[src/sv/huffman_bit_packer_top_defines.svh]
// huffman_bit_packer_top_defines.svh: assertion macros for the bit packer
// used by the modules that carry concurrent assertions; needs clock and reset in scope
`ifndef HUFFMAN_BIT_PACKER_TOP_DEFINES_SVH
`define HUFFMAN_BIT_PACKER_TOP_DEFINES_SVH
`ifndef SYNTHESIS
// same-cycle implication, disabled during reset
`define HBP_ASSERT_NOW(lbl, ante, cons) \
   lbl: assert property (@(posedge clock) disable iff (reset) (ante) |-> (cons)) \
      else $error("hbp assertion failed");
// next-cycle implication, disabled during reset
`define HBP_ASSERT_NEXT(lbl, ante, cons) \
   lbl: assert property (@(posedge clock) disable iff (reset) (ante) |=> (cons)) \
      else $error("hbp assertion failed");
`else
`define HBP_ASSERT_NOW(lbl, ante, cons)
`define HBP_ASSERT_NEXT(lbl, ante, cons)
`endif
`endif

[src/sv/hbp_pkg.sv]
// hbp_pkg: shared types and constants of the huffman bit packer
// no dependencies
package hbp_pkg;

   // function codes of an input item
   localparam logic [1:0] FUNC_LOAD   = 2'd0;
   localparam logic [1:0] FUNC_ENCODE = 2'd1;
   localparam logic [1:0] FUNC_FLUSH  = 2'd2;

   localparam int CODE_W    = 32;
   localparam int LEN_W     = 6;
   localparam int PEND_W    = 7;
   localparam int PCNT_W    = 3;
   localparam int MAX_OUT   = 4;
   localparam int ACC_W     = 40;

   // one code table entry
   typedef struct packed {
      logic [LEN_W-1:0]  len;
      logic [CODE_W-1:0] bits;
   } entry_type;

   // item held in the lookup stage
   typedef struct packed {
      logic       valid;
      logic [1:0] func;
      entry_type  entry;
   } stage_type;

endpackage

[src/sv/hbp_pack.sv]
// hbp_pack: pending partial byte, bit packing and the result byte buffer
// depends on hbp_pkg and huffman_bit_packer_top_defines.svh
`include "huffman_bit_packer_top_defines.svh"
module hbp_pack (
   input  logic               clock,
   input  logic               reset,
   input  hbp_pkg::stage_type stage,
   output logic               advance,
   output logic               rsp_valid,
   input  logic               rsp_stall,
   output logic [7:0]         rsp_out_byte,
   output logic               rsp_last_of_run,
   output logic               rsp_padded
);

   logic [hbp_pkg::PEND_W-1:0] pbits_ff, pbits_in;
   logic [hbp_pkg::PCNT_W-1:0] pcnt_ff, pcnt_in;
   logic [7:0]                 bytes_ff [hbp_pkg::MAX_OUT];
   logic [7:0]                 bytes_in [hbp_pkg::MAX_OUT];
   logic [2:0]                 out_cnt_ff, out_cnt_in;
   logic [1:0]                 out_idx_ff, out_idx_in;
   logic                       pad_ff, pad_in;

   logic                       is_enc;
   logic                       is_fl;
   logic [hbp_pkg::LEN_W-1:0]  total;
   logic [hbp_pkg::ACC_W-1:0]  acc;
   logic [hbp_pkg::ACC_W-1:0]  aligned;
   logic [2:0]                 nres;
   logic [7:0]                 keep_mask;
   logic [7:0]                 flush_byte;
   logic [7:0]                 pend_mask;
   logic                       pop;
   logic                       buf_free;

   // packing datapath
   always_comb begin
      is_enc  = stage.valid && (stage.func == hbp_pkg::FUNC_ENCODE) &&
                (stage.entry.len != '0);
      is_fl   = stage.valid && (stage.func == hbp_pkg::FUNC_FLUSH) && (pcnt_ff != '0);
      total   = hbp_pkg::LEN_W'(pcnt_ff) + stage.entry.len;
      acc     = ((hbp_pkg::ACC_W)'(pbits_ff) << stage.entry.len) |
                (hbp_pkg::ACC_W)'(stage.entry.bits);
      aligned = acc << (hbp_pkg::LEN_W'(hbp_pkg::ACC_W) - total);
      keep_mask  = (8'd1 << total[2:0]) - 8'd1;
      flush_byte = {1'b0, pbits_ff} << (4'd8 - {1'b0, pcnt_ff});
      pend_mask  = (8'd1 << pcnt_ff) - 8'd1;
      if (is_enc) begin
         nres = total[5:3];
      end else if (is_fl) begin
         nres = 3'd1;
      end else begin
         nres = 3'd0;
      end
   end

   // handshake with the result side
   always_comb begin
      pop      = rsp_valid && !rsp_stall;
      buf_free = (out_cnt_ff == 3'd0) || ((out_cnt_ff == 3'd1) && pop);
      advance  = stage.valid && ((nres == 3'd0) || buf_free);
   end

   // next pending state and buffer contents
   always_comb begin
      pbits_in = pbits_ff;
      pcnt_in  = pcnt_ff;
      if (advance && is_enc) begin
         pcnt_in  = total[2:0];
         pbits_in = acc[hbp_pkg::PEND_W-1:0] & keep_mask[hbp_pkg::PEND_W-1:0];
      end else if (advance && is_fl) begin
         pcnt_in  = '0;
         pbits_in = '0;
      end
      bytes_in   = bytes_ff;
      out_cnt_in = out_cnt_ff;
      out_idx_in = out_idx_ff;
      pad_in     = pad_ff;
      if (advance && (nres != 3'd0)) begin
         for (int k = 0; k < hbp_pkg::MAX_OUT; k++) begin
            bytes_in[k] = aligned[hbp_pkg::ACC_W-1-8*k -: 8];
         end
         if (is_fl) begin
            bytes_in[0] = flush_byte;
         end
         out_cnt_in = nres;
         out_idx_in = 2'd0;
         pad_in     = is_fl;
      end else if (pop) begin
         out_cnt_in = out_cnt_ff - 3'd1;
         out_idx_in = out_idx_ff + 2'd1;
      end
   end

   always_ff @(posedge clock) begin
      if (reset) begin
         pbits_ff   <= '0;
         pcnt_ff    <= '0;
         out_cnt_ff <= '0;
         out_idx_ff <= '0;
      end else begin
         pbits_ff   <= pbits_in;
         pcnt_ff    <= pcnt_in;
         out_cnt_ff <= out_cnt_in;
         out_idx_ff <= out_idx_in;
      end
   end

   // result payload
   always_ff @(posedge clock) begin
      bytes_ff <= bytes_in;
      pad_ff   <= pad_in;
   end

   assign rsp_valid       = (out_cnt_ff != 3'd0);
   assign rsp_out_byte    = bytes_ff[out_idx_ff];
   assign rsp_last_of_run = (out_cnt_ff == 3'd1);
   assign rsp_padded      = pad_ff;

   // checks
   `HBP_ASSERT_NOW(a_cnt_range, 1'b1, out_cnt_ff <= 3'd4)
   `HBP_ASSERT_NOW(a_pend_clean, 1'b1, ({1'b0, pbits_ff} & ~pend_mask) == 8'd0)
   `HBP_ASSERT_NOW(a_pad_single, rsp_valid && rsp_padded, out_cnt_ff == 3'd1)
   `HBP_ASSERT_NEXT(a_idx_step, pop && (out_cnt_ff > 3'd1), out_idx_ff == $past(out_idx_ff) + 2'd1)

endmodule

[config.mk]
export PLATFORM = sky130hd
export DESIGN_NAME = hbp_pack
export DESIGN_NICKNAME = d
export VERILOG_FILES = /design/src/sv/hbp_pkg.sv /design/src/sv/hbp_pack.sv
export VERILOG_INCLUDE_DIRS = /design/src /design/src/sv
export SDC_FILE = /design/constraint.sdc
export NUM_CORES = 1
export LEC_CHECK = 0
export ABC_AREA = 1
export BUFFER_PORTS_ARGS = -buffer_cell sky130_fd_sc_hd__buf_2
export CORE_MARGIN = 1.5
export CORE_UTILIZATION = 40
export DETAILED_ROUTE_END_ITERATION = 10
export GPL_TIMING_DRIVEN = 0
export PLACE_DENSITY = 0.58
export RECOVER_POWER = 25
export SYNTH_ARGS = -nofsm -noshare
export SYNTH_HDL_FRONTEND = slang
export SYNTH_SLANG_ARGS = --single-unit
[constraint.sdc]
create_clock -name clock -period 4.75 [get_ports clock]
set_input_delay 0.7125 -clock clock [delete_from_list [all_inputs] [get_ports clock]]
set_output_delay 0.7125 -clock clock [all_outputs]
set_load 0.05 [all_outputs]
==> flow_summary.ini, run 1 <==
[synthesis]
synth_compound_area_frac = 0.09808
synth-seq-cells = 48
syn_nets = 1043
synth_adder_area_share = 0.03547
synth_area_leaders = nand3_1 (26%), nand2_1 (17%), edfxtp_1 (17%)
synth_most_common_cell = nand3_1
synth_edf_count = 33
synth_top_family_by_area = simple AND/OR/NAND/NOR gates
yosysSeqAreaShare = 0.2205
post-synth-top-area-cell = nand3_1
synth_common_cells = nand3_1 (302), nand2_1 (269), inv_1 (69)
ys_async_sr_fraction = 0
avgSynthCellArea_um2 = 5.957
synth_ff_type = edfxtp_1
synth_area_mm2 = 0.005856
synth-simple-area-share = 0.5385
syn_inst = 983
synth_xor_area_frac = 0.01154
yosysUniqueCellTypes = 50
synthMuxAreaShare = 0.001709
yosys.area.top_type_share = 0.2581
yosysWarnings = 0

[layout]
area_delta_synth_final_pct = 10.32
final_layout_size_suffix_gt1_frac = 0.09100
seq_area_mm2 = 0.001291
nFillCells = 1629
multi_input_area_mm2 = 0.003965
stdcell_area_mm2 = 0.006460
final_util = 0.4479
fin_nets = 1103
antennaDiodeCount = 0

[clocking]
post_cts_buffers = 0
clk_path_buf_depth = 2
cts_resized = 0
cts_max_level = 2
cts_root_buffer = clkbuf_16
clk_latency_ps = 290
cts_tree = built
hold_buffers = 0
cts_made_buffers = 5
clock-sinks = 48
cts.clk_slew.worst_paths_ps = 70

[worst_setup_path]
crit_family = buffers and inverters
r2r_cells = 15
crit_slowest_cell = clkbuf_1
crit_type = in -> reg
cpPeakStageDelay_ps = 500
worstSetupStartpointType = primary input
cp.arrival_ps = 4010
cp-end-kind = flip-flop
critical_path_required_ps = 4790
cp_cell_sequence = clkbuf_1 -> ha_1 -> clkbuf_1 -> inv_2 -> clkbuf_1 -> ha_1 -> ha_1 -> inv_2 -> buf_1 -> nand3_1 -> nand2_1 -> nand2_1 -> nand3_1 -> nand3_1 -> nand2_1 -> nand2_1
worstPathMaxFanout = 11
crit_top_cell = nand2_1
crit_buf_inv = 6
cp.depth = 16

[route]
ant_nets = 0
avgViaCountPerCell = 5.687
vias = 6984
firstDrtPassIters = 6
wire_per_inst_um = 17.61
drc_errors = 0
wirelength_um = 21620
drt-initial-drc-count = 746

[sta]
worst_pin_slew_ps = 1190
slew_viol_final = 0
period_minus_slack_ps = 3970
fmax_mhz = 251.9
setup_viol = 0
slew_headroom = 0.2055
rsz0062_at_grt = no
tns_ps = 0
fin_crit_sh = 0.8357
fin_skew_ps = 6.504
hold_viol_final = 0

[global_route]
first_global_vias = 6312
grt_max_degree = 35
grt_pass1_wl_um = 33810
grt_usage = 0.2905
antenna_found_initial = 0
overflow = 0

[die]
dieWidth_um = 124.0
dieArea_mm2 = 0.01537
pin_count = 56
die_y_um = 124.0
rows = 44
core_mm2 = 0.01442
start_util = 0.4060

[power]
p_per_area_mw_per_mm2 = 324.0
switchingPower_mw = 1.022
combPwrFrac = 0.560
p_seq_frac = 0.245
p_leak_nw = 2.928
internal_power_mw = 1.071
vdd_drop_max_mv = 0.1678
switching_share = 0.4884
pwr-share-clk = 0.195

[flow_run]
maxCapViolCount = 0

[min_path]
min_path_type = reg -> reg
worstHoldPathCells = 2

[place]
place.gp.congestion = 0.9833
dpl.hpwl_um = 17270
port_buffers = 53
place_area_mm2 = 0.006351

[run_status]
outcome = completed
-- cells in the final DEF, fill, tap and decap left out, drive strengths merged --
cell type / count
nand4: 26
nor4: 1
or2: 2
and2: 2
nand3: 303
o211ai: 3
a31oi: 1
nand2: 273
xnor2: 1
a221oi: 1
o21bai: 5
ha: 15
clkinv: 2
o31ai: 1
a21oi: 27
o21ai: 48
nand3b: 2
xor2: 5
o22ai: 10
buf: 66
nor3: 4
bufinv: 1
inv: 79
fa: 1
edfxtp: 33
dfxtp: 15
a32oi: 1
nor2: 67
clkinvlp: 1
mux2i: 1
clkbuf: 46
a22oi: 1
-- power groups by stage --
| stage | combinational (mW) | clock [mW] | sequential (mW) |
|---|---|---|---|
| global route | 1.31 | 0.431 | 0.517 |
| detailed placement | 1.16 | 0 | 0.522 |
| finish | 1.17 | 0.407 | 0.513 |
| floorplan | 0.854 | 0 | 0.517 |
| CTS | 1.16 | 0.412 | 0.513 |
| global placement | 1.16 | 0 | 0.523 |
-- flip-flops by register name, summed over array words and instances, names as in the netlist --
| register | count |
|---|---|
| out_cnt_ff | 3 |
| rsp_padded | 1 |
| bytes_ff | 32 |
| pcnt_ff | 3 |
| pbits_ff | 7 |
| out_idx_ff | 2 |
-- metrics by stage --
step	hold WS (ps)	power, mW	setup slack, ps	cells
2_1_floorplan	457.7	1.371	1126	983
3_3_place_gp	513.1	1.682	543.6	1220
3_5_place_dp	517.6	1.683	545.1	1220
4_1_cts	529.2	2.089	845.5	1228
5_1_grt	584.2	2.257	525.6	1228
6_report	526.1	2.093	780.2	1228
-- layer usage --
| metal | vias up | routed length, µm | part of all wire | global-route usage |
|---|---|---|---|---|
| met3 | 52 | 1510 | 0.070 | 0.02564 |
| li1 | 3483 | - | - | - |
| met2 | 316 | 9576 | 0.44 | 0.4599 |
| met1 | 3133 | 9669 | 0.45 | 0.4097 |
| met5 | - | 0 | 0 | 0 |
| met4 | 0 | 865 | 0.040 | 0.1122 |
-- worst reg2reg max path: stages, from the launching register on --
cell      delay [ps]
dfxtp_1          470
ha_1             320
clkbuf_1         160
inv_2            130
clkbuf_1         500
ha_1             350
ha_1             330
inv_2            190
buf_1            480
nand3_1          170
nand2_1          110
nand2_1           60
nand3_1          160
nand3_1          100
nand2_1           60
nand2_1           50
-- kinds of logic after synthesis --
logic type | after synthesis
adders and majority gates | 16
buffers and inverters | 134
muxes | 1
xor gates and xnor gates | 6
AOI/OAI and AO/OA | 98
DFF | 48
and+or+nand+nor | 680
-- area by class of cell --
class	count	area share
clock inverters	3	0.007166
plain buffers	54	0.03835
inverters	80	0.04707
repair buffers	53	0.03874
well taps	184	0.03564
flip-flops and latches	48	0.1999
multi-input cells	801	0.6138
clock buffers	5	0.01937
-- worst paths after layout --
kind | end | startpoint | slack [ps]
setup / recovery | bytes_ff[28] | stage[32] | 780
setup reg to reg | bytes_ff[28] | pcnt_ff[0] | 870
hold reg to reg | pcnt_ff[2] | pcnt_ff[2] | 530
hold / removal | pcnt_ff[2] | pcnt_ff[2] | 530
No activity file was read; power rests on OpenSTA's default activity.
==> run 2: changes to the inputs <==
Clock period 4.75 ns to 3.9 ns, I/O delays scaled along.
==> run 2 against run 1 <==
Largest power group unchanged. Sequential cell count stayed put. Clock power is 22% higher. Highest routed layer unchanged. Critical path type unchanged. Cell area is 0.35% higher. Final cell count hardly changed. Clock skew hardly changed. Utilization is 0.16 points higher. Non-clock buffer count is 1 lower. Critical endpoint is now bytes_ff[29].
==> flow_summary.ini, run 2 (same netlist as run 1, synthesis figures left out) <==
[sta]
tns_ps = 0
rsz0062_at_grt = no
period_minus_slack_ps = 3674
whs_ps = 529.6
slew_headroom = 0.1988
setup_viol = 0
fin_skew_ps = 6.748
fin_crit_sh = 0.9420
slew_viol_final = 0
fmax_mhz = 272.2
hold_viol_final = 0
worst_pin_slew_ps = 1200

[min_path]
min_from = pcnt_ff[2]
worstHoldPathCells = 2
hold_end = pcnt_ff[2]
min_path_type = reg -> reg

[die]
die_y_um = 124.0
rows = 44
pin_count = 56
dieWidth_um = 124.0
start_util = 0.4060
dieArea_mm2 = 0.01537
core_mm2 = 0.01442

[global_route]
grtUsageMet2 = 0.4599
grt_usage = 0.2905
use_met3 = 0.02564
first_global_vias = 6312
overflow = 0
grtUsageMet1 = 0.4097
grt_pass1_wl_um = 33810
busiest_layer = met2
antenna_found_initial = 0
grt_max_degree = 35

[worst_setup_path]
crit_type = in -> reg
worstSetupStartpointType = primary input
r2r_cells = 13
r2r_end = bytes_ff[29]
worstPathMaxFanout = 10
reg2reg_slack_ps = 240
cp.arrival_ps = 3840
critical_path_required_ps = 4060
reg2reg_from = pcnt_ff[0]
cp-end-kind = flip-flop

[layout]
antennaDiodeCount = 0
largest_reg_flops = 32
layout_common_cells = nand3_1 (302), nand2_1 (271), inv_1 (69)
seq_area_mm2 = 0.001291
multi_input_area_mm2 = 0.003989
reg_top3 = bytes_ff: 32 flops, pbits_ff: 7 flops
final_common_cell = nand3_1
fin_nets = 1102
nFillCells = 1624
top_register = bytes_ff
final_layout_size_suffix_gt1_frac = 0.09492
area_delta_synth_final_pct = 10.71

[clocking]
cts_made_buffers = 5
cts_root_buffer = clkbuf_16
clock-sinks = 48
cts_max_level = 2
cts.clk_slew.worst_paths_ps = 70
cts_tree = built
hold_buffers = 0
clk_latency_ps = 290
clk_path_buf_depth = 2
post_cts_buffers = 0

[route]
avgViaCountPerCell = 5.622
drc_errors = 0
drt-initial-drc-count = 690
wire_per_inst_um = 17.52
firstDrtPassIters = 7
ant_nets = 0
wirelength_um = 21500
vias = 6898

[power]
p_leak_nw = 2.943
p_per_area_mw_per_mm2 = 394.0
vdd_drop_max_mv = 0.2083

[place]
port_buffers = 53
place.gp.congestion = 0.9833
dpl.hpwl_um = 17270

[flow_run]
maxCapViolCount = 0

[run_status]
outcome = completed
run 2: changes by cell type in the layout (fill, tap and decap cells not counted):
| cell | delta |
|---|---|
| clkbuf_1 | -2 |
| a21oi_1 | -1 |
| a21oi_4 | +1 |
| buf_1 | -1 |
| buf_2 | +1 |
| clkbuf_2 | +1 |
| nand3b_1 | -1 |
| nand3b_4 | +1 |
run 2: worst max-delay path, cell delays in order:
cell	delay, ps
buf_2	120
ha_1	220
fa_1	600
inv_1	110
ha_1	250
ha_1	400
clkbuf_1	430
buf_1	470
nand3_1	180
nand3_1	100
nand3_1	120
nand3_1	120
nand2_1	60
nand2_1	50
run 2: routing by layer:
layer	vias up	part of all wire
met5	-	0
met4	0	0.037
li1	3477	-
met3	44	0.071
met2	313	0.44
met1	3064	0.45
run 2: worst max path at each step:
stage / start / to / cells past startpoint
5_1_grt: pcnt_ff[0] / bytes_ff[27] / 14
6_report: stage[32] / bytes_ff[29] / 14
3_3_place_gp: stage[32] / bytes_ff[28] / 16
2_1_floorplan: stage[32] / bytes_ff[0] / 11
3_5_place_dp: stage[32] / bytes_ff[28] / 16
4_1_cts: pcnt_ff[0] / bytes_ff[28] / 15
run 2: area by class of cell:
type | count | share of cell area
timing repair buffer | 53 | 0.03880
sequential | 48 | 0.1992
tap | 184 | 0.03551
inverter | 80 | 0.04690
clock buffer | 5 | 0.01930
multi-input combinational | 801 | 0.6153
buffer | 53 | 0.03783
clock inverter | 3 | 0.007141
run 2: where the power goes:
part / switching (mW) / internal [mW]
combinational: 1.03 / 0.398
clock: 0.193 / 0.305
sequential: 0.0209 / 0.604
run 2: stage by stage:
| step | utilization | setup slack, ps | cells | power [mW] | instance area, µm² |
|---|---|---|---|---|---|
| after global placement | 0.4403 | -178.9 | 1220 | 2.049 | 6351 |
| final | 0.4494 | 226.4 | 1227 | 2.554 | 6482 |
| after floorplan | - | 403.3 | 983 | 1.669 | 5856 |
| after CTS | 0.4522 | 95.47 | 1228 | 2.545 | 6523 |
| after detailed placement | 0.4403 | -177.4 | 1220 | 2.049 | 6351 |
| after global routing | 0.4494 | 11.14 | 1227 | 2.755 | 6482 |
run 2: timing repair:
item | CTS | global route
gates resized for setup | 0 | 1
endpoints found under the hold margin | 0 | 0
setup endpoints to repair | 0 | 16
